[src/rtl/core/thv_pkg.sv]
// Shared types, constants and helper functions for the trade history VWAP block.
// Used by thv_mac, thv_div and trade_history_vwap; depends on nothing else.
package thv_pkg;

    // History storage
    localparam int HIST_DEPTH = 256;
    localparam int ADDR_W     = $clog2(HIST_DEPTH);
    localparam int CNT_W      = $clog2(HIST_DEPTH + 1);

    // Field widths
    localparam int PAIR_W   = 2;
    localparam int AMOUNT_W = 48;
    localparam int RATE_W   = 48;
    localparam int TIME_W   = 40;
    localparam int TRADES_W = 9;
    localparam int AGE_W    = 32;

    // Arithmetic widths: at most 511 terms of a 48 x 48 product, and of a 48-bit amount.
    localparam int PROD_W = RATE_W + AMOUNT_W;
    localparam int ACC_W  = PROD_W + TRADES_W;
    localparam int VSUM_W = AMOUNT_W + TRADES_W;
    localparam int QUOT_W = RATE_W;
    localparam int HALF_W = 24;

    // Stream widths
    localparam int S_TDATA_W = 176;
    localparam int S_TUSER_W = 3;
    localparam int M_TDATA_W = 64;

    // Configuration register indexes
    localparam int CFG_IDX_W = 2;
    localparam logic [CFG_IDX_W-1:0] CFG_WINDOW_TRADES = 2'd0;
    localparam logic [CFG_IDX_W-1:0] CFG_MIN_TRADES    = 2'd1;
    localparam logic [CFG_IDX_W-1:0] CFG_MAX_AGE       = 2'd2;
    localparam int CFG_DATA_W = 32;

    localparam logic [TRADES_W-1:0] WINDOW_RESET  = 9'd16;
    localparam logic [TRADES_W-1:0] MIN_RESET     = 9'd3;
    localparam logic [AGE_W-1:0]    MAX_AGE_RESET = 32'd86400;

    // Command codes
    localparam logic CMD_RECORD = 1'b0;
    localparam logic CMD_QUERY  = 1'b1;

    // Pair codes
    localparam logic [PAIR_W-1:0] PAIR_XMR     = 2'd0;
    localparam logic [PAIR_W-1:0] PAIR_ETH     = 2'd1;
    localparam logic [PAIR_W-1:0] PAIR_BCH     = 2'd2;
    localparam logic [PAIR_W-1:0] PAIR_UNKNOWN = 2'd3;

    // Seed rates in unsigned 32.16 fixed point
    localparam logic [RATE_W-1:0] SEED_XMR = 48'd34300 << 16;
    localparam logic [RATE_W-1:0] SEED_ETH = 48'd214000 << 16;
    localparam logic [RATE_W-1:0] SEED_BCH = 48'd46900 << 16;

    typedef struct packed {
        logic [PAIR_W-1:0]   pair;
        logic [AMOUNT_W-1:0] amount;
        logic [RATE_W-1:0]   rate;
        logic [TIME_W-1:0]   ts;
    } t_entry;

    typedef struct packed {
        logic clear;
        logic valid;
    } t_mac_ctl;

    function automatic logic [RATE_W-1:0] seed_rate(input logic [PAIR_W-1:0] pair);
        logic [RATE_W-1:0] rate;
        unique case (pair)
            PAIR_XMR: rate = SEED_XMR;
            PAIR_ETH: rate = SEED_ETH;
            PAIR_BCH: rate = SEED_BCH;
            default:  rate = '0;
        endcase
        return rate;
    endfunction

endpackage

[src/rtl/core/thv_div.sv]
// Radix-2 restoring divider: weighted sum over amount sum, one quotient bit a cycle.
// Depends on thv_pkg for widths. The quotient is known to fit in QUOT_W bits.
module thv_div import thv_pkg::*; (
    input  logic              i_clk,
    input  logic              i_rst_n,
    input  logic              i_start,
    input  logic [ACC_W-1:0]  i_num,
    input  logic [VSUM_W-1:0] i_den,
    output logic              o_done,
    output logic [QUOT_W-1:0] o_quot
);

    localparam int STEP_W = $clog2(QUOT_W);

    logic              r_busy;
    logic              r_done;
    logic [STEP_W-1:0] r_step;
    logic [VSUM_W-1:0] r_rem;
    logic [VSUM_W-1:0] r_den;
    logic [QUOT_W-1:0] r_numlo;
    logic [QUOT_W-1:0] r_quot;
    logic [VSUM_W:0]   w_trial;
    logic              w_fits;

    assign w_trial = {r_rem, r_numlo[QUOT_W-1]};
    assign w_fits  = (w_trial >= {1'b0, r_den});

    always_ff @(posedge i_clk) begin
        if (!i_rst_n) begin
            r_busy <= 1'b0;
            r_done <= 1'b0;
            r_step <= '0;
        end else begin
            r_done <= 1'b0;
            if (i_start) begin
                r_busy <= 1'b1;
                r_step <= '0;
            end else if (r_busy) begin
                r_step <= r_step + 1'b1;
                if (r_step == STEP_W'(QUOT_W - 1)) begin
                    r_busy <= 1'b0;
                    r_done <= 1'b1;
                end
            end
        end
    end

    // The upper part of the numerator is already below the divisor, so only
    // the low QUOT_W bits need a step each.
    always_ff @(posedge i_clk) begin
        if (i_start) begin
            r_rem   <= i_num[ACC_W-1:QUOT_W];
            r_numlo <= i_num[QUOT_W-1:0];
            r_den   <= i_den;
            r_quot  <= '0;
        end else if (r_busy) begin
            r_rem   <= w_fits ? VSUM_W'(w_trial - {1'b0, r_den}) : w_trial[VSUM_W-1:0];
            r_numlo <= {r_numlo[QUOT_W-2:0], 1'b0};
            r_quot  <= {r_quot[QUOT_W-2:0], w_fits};
        end
    end

    assign o_done = r_done;
    assign o_quot = r_quot;

endmodule

[config.mk]
export PLATFORM = sky130hd
export DESIGN_NAME = thv_div
export DESIGN_NICKNAME = d
export VERILOG_FILES = /design/src/rtl/core/thv_pkg.sv /design/src/rtl/core/thv_div.sv
export SDC_FILE = /design/constraint.sdc
export NUM_CORES = 1
export LEC_CHECK = 0
export ABC_AREA = 1
export BUFFER_PORTS_ARGS = -buffer_cell sky130_fd_sc_hd__buf_2
export CAP_MARGIN = 20
export CORE_ASPECT_RATIO = 1.5
export CORE_MARGIN = 2
export CORE_UTILIZATION = 58
export DETAILED_ROUTE_END_ITERATION = 8
export GPL_ROUTABILITY_DRIVEN = 0
export PLACE_DENSITY_LB_ADDON = 0.2
export SKIP_CTS_REPAIR_TIMING = 1
export SLEW_MARGIN = 40
export SYNTH_ARGS = -nofsm -noshare
export SYNTH_HDL_FRONTEND = slang
export SYNTH_SLANG_ARGS = --single-unit
[constraint.sdc]
create_clock -name i_clk -period 4.8 [get_ports i_clk]
set_input_delay 0.48 -clock i_clk [delete_from_list [all_inputs] [get_ports i_clk]]
set_output_delay 0.48 -clock i_clk [all_outputs]
set_load 0.005 [all_outputs]
Word-level counts from Yosys, hierarchy flattened --
Index checks and enable logic that the tools add are counted.
Word-level totals: output and inout bits 49, register bits after elaboration 218, logic and storage cells 25
Cells by class: reductions and logical operators 3, equal/unequal tests 1, magnitude comparators 1, bitwise gates (word level) 2, mux-type cells 9, add/sub/neg operators 2
Operators with widths (number):
- two-way mux 57 bit | 3
- two-way mux 48 bit | 2
- >= comparator 58 x 57 -> 1 bit | 1
- subtractor 57 bit | 1
- adder 6 x 1 -> 6 bit, second input constant | 1
- equality test 6 bit, second input constant | 1
- two-way mux 1 bit | 4
- OR reduction 3 bit | 1
- inverter 1 bit | 2
- nonzero test 2 bit | 1
- OR reduction 2 bit | 1

Logic depth before layout (Yosys ltp) --
word-level depth 4, gate-level depth with buffers 17, mapped depth without buffers 16

Least setup slack after synthesis --
No wires, ideal clock.
path type flip-flop to flip-flop, start reg r_busy, end reg r_numlo[0], enable pin, path slack 0.511 ns, period minus slack after synthesis 4.289 ns, required time 4.289 ns, cell stages (with the launch flop) 5, arrival time 3.778 ns, cell sequence dfxtp_1 clkbuf_1 inv_1 nand2_1 clkbuf_1
On the way: word-level cells in the longest chain between the ends 1
RTL lines:
- start: declaration | line thv_div.sv:15 | logic r_busy;
- start signal: assignment | line thv_div.sv:30 | r_busy <= 1'b0;
- start signal: assignment | line thv_div.sv:36 | r_busy <= 1'b1;
- start signal: assignment | line thv_div.sv:41 | r_busy <= 1'b0;
- nonzero test 2 bit (no source line)
- end signal: assignment | line thv_div.sv:53 | r_numlo <= i_num[QUOT_W-1:0];
- end signal: assignment | line thv_div.sv:58 | r_numlo <= {r_numlo[QUOT_W-2:0], 1'b0};
- end: declaration | line thv_div.sv:20 | logic [QUOT_W-1:0] r_numlo;
Every way passes these cells. A chain may end at the register's enable or synchronous reset.

Worst setup path in the final report --
start reg r_rem[40], end reg r_rem[52] (data pin)
On the way: word-level cells in the longest chain between the ends 4, elaborated cells between the ends (all ways) 5
RTL lines:
- start: declaration | line thv_div.sv:18 | logic [VSUM_W-1:0] r_rem;
- start signal: assignment | line thv_div.sv:52 | r_rem <= i_num[ACC_W-1:QUOT_W];
- start signal: assignment | line thv_div.sv:57 | r_rem <= w_fits ? VSUM_W'(w_trial - {1'b0, r_den}) : w_trial[VSUM_W-1:0];
- subtractor 57 bit or >= comparator 58 x 57 -> 1 bit (tied branches) | line thv_div.sv:57, thv_div.sv:26
- two-way mux 57 bit (*) | line thv_div.sv:57
- two-way mux 57 bit (*) | line thv_div.sv:56 | end else if (r_busy) begin
- two-way mux 57 bit (*) | line thv_div.sv:51 | if (i_start) begin
Mark *: on every way between the ends. The rest lies on a longest branch, timed or not. The select of a mux whose other input is x is not followed.

==> flow_summary_export.csv <==
group,metric,value,unit
placement,placed_cell_area,0.01533,mm^2
min_path,hold_class,"in2reg",
sta,hold_viol,0,
status,outcome,"completed",
global_routing,grt_first_pass_wirelength,61.18,mm
die,core-area,0.02374,mm^2
cts,path_clk_slew,0.06,ns
power,p_per_area,414.1,mW/mm^2
logic_synthesis,ys.flop_type,"edfxtp_1",
setup_path,start_kind,"flip-flop",
power,power,6.655,mW
global_routing,grt_pass1_vias,12870,
drt,drc,0,
global_routing,antenna_found_initial,0,
setup_path,endpoint_kind,"flip-flop",
die,initial_utilization,0.5895,
sta,period_needed,3.440,ns
logic_synthesis,yosys.cell_count.top_type,"nand2_1",
logic_synthesis,yosys-top-cells-count,"nand2_1, inv_1, nor2_1, edfxtp_1, nand3_1",
setup_path,worstPathArrival,3.72,ns
logic_synthesis,synthesis.yosys.warnings,0,
die,rows,69,
power,max-vdd-ir-drop,370.1,uV
drt,wl_per_cell,15.33,um
cts,cts_htree_levels,1,
logic_synthesis,syn-num-nets,2218,
cells_and_area,layout.nets,2417,
drt,drt_iter0_markers,916,
sta,setup_viol_count_final,0,
setup_path,cp.required,5.08,ns
sta,fin_crit_sh,0.7168,
cells_and_area,drive_gt1_frac,0.1344,
setup_path,crit_fanout,67,
sta,worstMarginPinSlew,0.8527,ns
cells_and_area,final_cell_area,0.01607,mm^2
cells_and_area,syn2layout_area_growth,14.82,%
cts,cts_buffer_depth,3,
logic_synthesis,syn_area_per_cell,7.019,um^2
global_routing,grt_use_total,0.3093,
setup_path,path_class,"reg2reg",
logic_synthesis,synth.top_cells.by_area,"edfxtp_1, nand2_1, inv_1, dfxtp_1, ha_1",
cells_and_area,fillers,2117,
cts,clk_latency,0.52,ns
logic_synthesis,ys_seq_area_frac,0.4277,
logic_synthesis,synthArstFlopShare,0,
sta,fin_skew,0.01300,ns
drt,via_count,13100,
die,io_pins,214,
placement,port_buffers,213,
sta,tns,0,ns
sta,rsz0062_at_grt,"no",
drt,avgViaCountPerCell,5.183,
setup_path,rrSetupSlack,1.36,ns
logic_synthesis,synthesis.area,0.01400,mm^2
placement,dpl.hpwl,28.84,mm
die,die_w,130.8,um
logic_synthesis,synth_edf_count,162,
cts,cts_tree,"done",
die,fp.dieArea,0.02542,mm^2
die,die_h,194.3,um
sta,hold_slack,0.1289,ns
cts,cts_root_buf,"clkbuf_16",
logic_synthesis,synth_top_cell_by_area,"edfxtp_1",
cells_and_area,antenna_cells,0,
job,drv_cap,0,
logic_synthesis,ys_ff_latch,218,
drt,antenna_left,0,
cts,cts-buffers-inserted,22,
global_routing,grt_overflow,0,
logic_synthesis,synth_top_cell_area_share,0.3476,
global_routing,grt_max_degree,81,
drt,totalWireLength,38.76,mm
drt,first_pass_iters,7,
cts,cts_sinks,218,
logic_synthesis,postSynthCellCount,1994,
power,cellLeakagePower,8.427,nW
sta,max_freq,0.2907,GHz
sta,relSlewSlack,0.4255,
logic_synthesis,synth.distinct_cells,43,
sta,maxSlewViolCount,0,
[per-layer routing]
| layer | GRT usage | vias up | wire, um |
|---|---|---|---|
| met5 | 0 | - | 0 |
| met4 | 0.2116 | 0 | 2962 |
| met3 | 0.07975 | 168 | 3227 |
| met2 | 0.5326 | 553 | 19150 |
| met1 | 0.3228 | 5808 | 13420 |
| li1 | - | 6574 | - |
[critical path: stages, from the launching register on]
cell and delay [ns]:
edfxtp_1 0.39, ha_1 0.38, nand2_1 0.16, inv_2 0.05
a21oi_1 0.20, nand2_1 0.13, inv_1 0.08, nand2_1 0.10
a21oi_4 0.27, nand3_4 0.63, buf_12 0.46, nor2_1 0.13
nor2_1 0.05, nand2_1 0.08, nand2_1 0.04
[per-stage QoR]
stage,instances,setup WS [ns],util
2_1_floorplan,1994,0.5113,-
3_3_place_gp,2487,1.516,0.6453
3_5_place_dp,2487,1.418,0.6457
4_1_cts,2527,1.394,0.6757
5_1_grt,2528,1.084,0.6769
6_report,2528,1.360,0.6769
[layout make-up]
| type | instances | area (um^2) | share of cell area |
|---|---|---|---|
| Timing Repair Buffer | 220 | 1170 | 0.07280 |
| Clock inverter | 5 | 31.28 | 0.001946 |
| Clock buffer | 35 | 681.9 | 0.04243 |
| Tap cell | 319 | 399.1 | 0.02484 |
| Sequential cell | 218 | 5986 | 0.3725 |
| Multi-Input combinational cell | 1348 | 6365 | 0.3961 |
| Inverter | 383 | 1438 | 0.08946 |
[cell families after synthesis]
logic type | after synthesis | synth area share
compound gates | 134 | 0.05373
xor+xnor | 29 | 0.01815
fa+ha+maj | 59 | 0.05328
buf+inv | 428 | 0.1187
flops | 218 | 0.4277
simple gates | 1126 | 0.3284
[flip-flops by register name (all words and copies together) (netlist names)]
| signal | flops |
|---|---|
| o_quot | 48 |
| r_numlo | 48 |
| r_step | 6 |
| r_rem | 57 |
| r_busy | 1 |
| o_done | 1 |
| r_den | 57 |
[layout by cell type (no fill, tap or decap), types with 46 or more instances in the layout]
cell and n:
a21oi_1 49, buf_2 212, dfxtp_1 56, edfxtp_1 162, ha_1 58, inv_1 372, nand2_1 793, nand3_1 77
nor2_1 179, o22ai_1 46
[report_power, final]
part | switching [mW] | internal (mW) | leakage, nW
Sequential | 0.0930 | 2.28 | 2.08
Clock | 0.720 | 0.978 | 0.354
Combinational | 1.73 | 0.850 | 5.99
[worst paths after layout]
kind / from / depth (start not counted) / endpoint
worst max register to register: r_rem[40] / 14 / r_rem[52]
worst min register to register: o_quot[47] / 2 / o_quot[47]
worst max-delay path: r_rem[40] / 14 / r_rem[52]
worst min-delay path: i_den[6] / 1 / r_den[6]
Note: power is estimated with default switching activity, not from simulation.
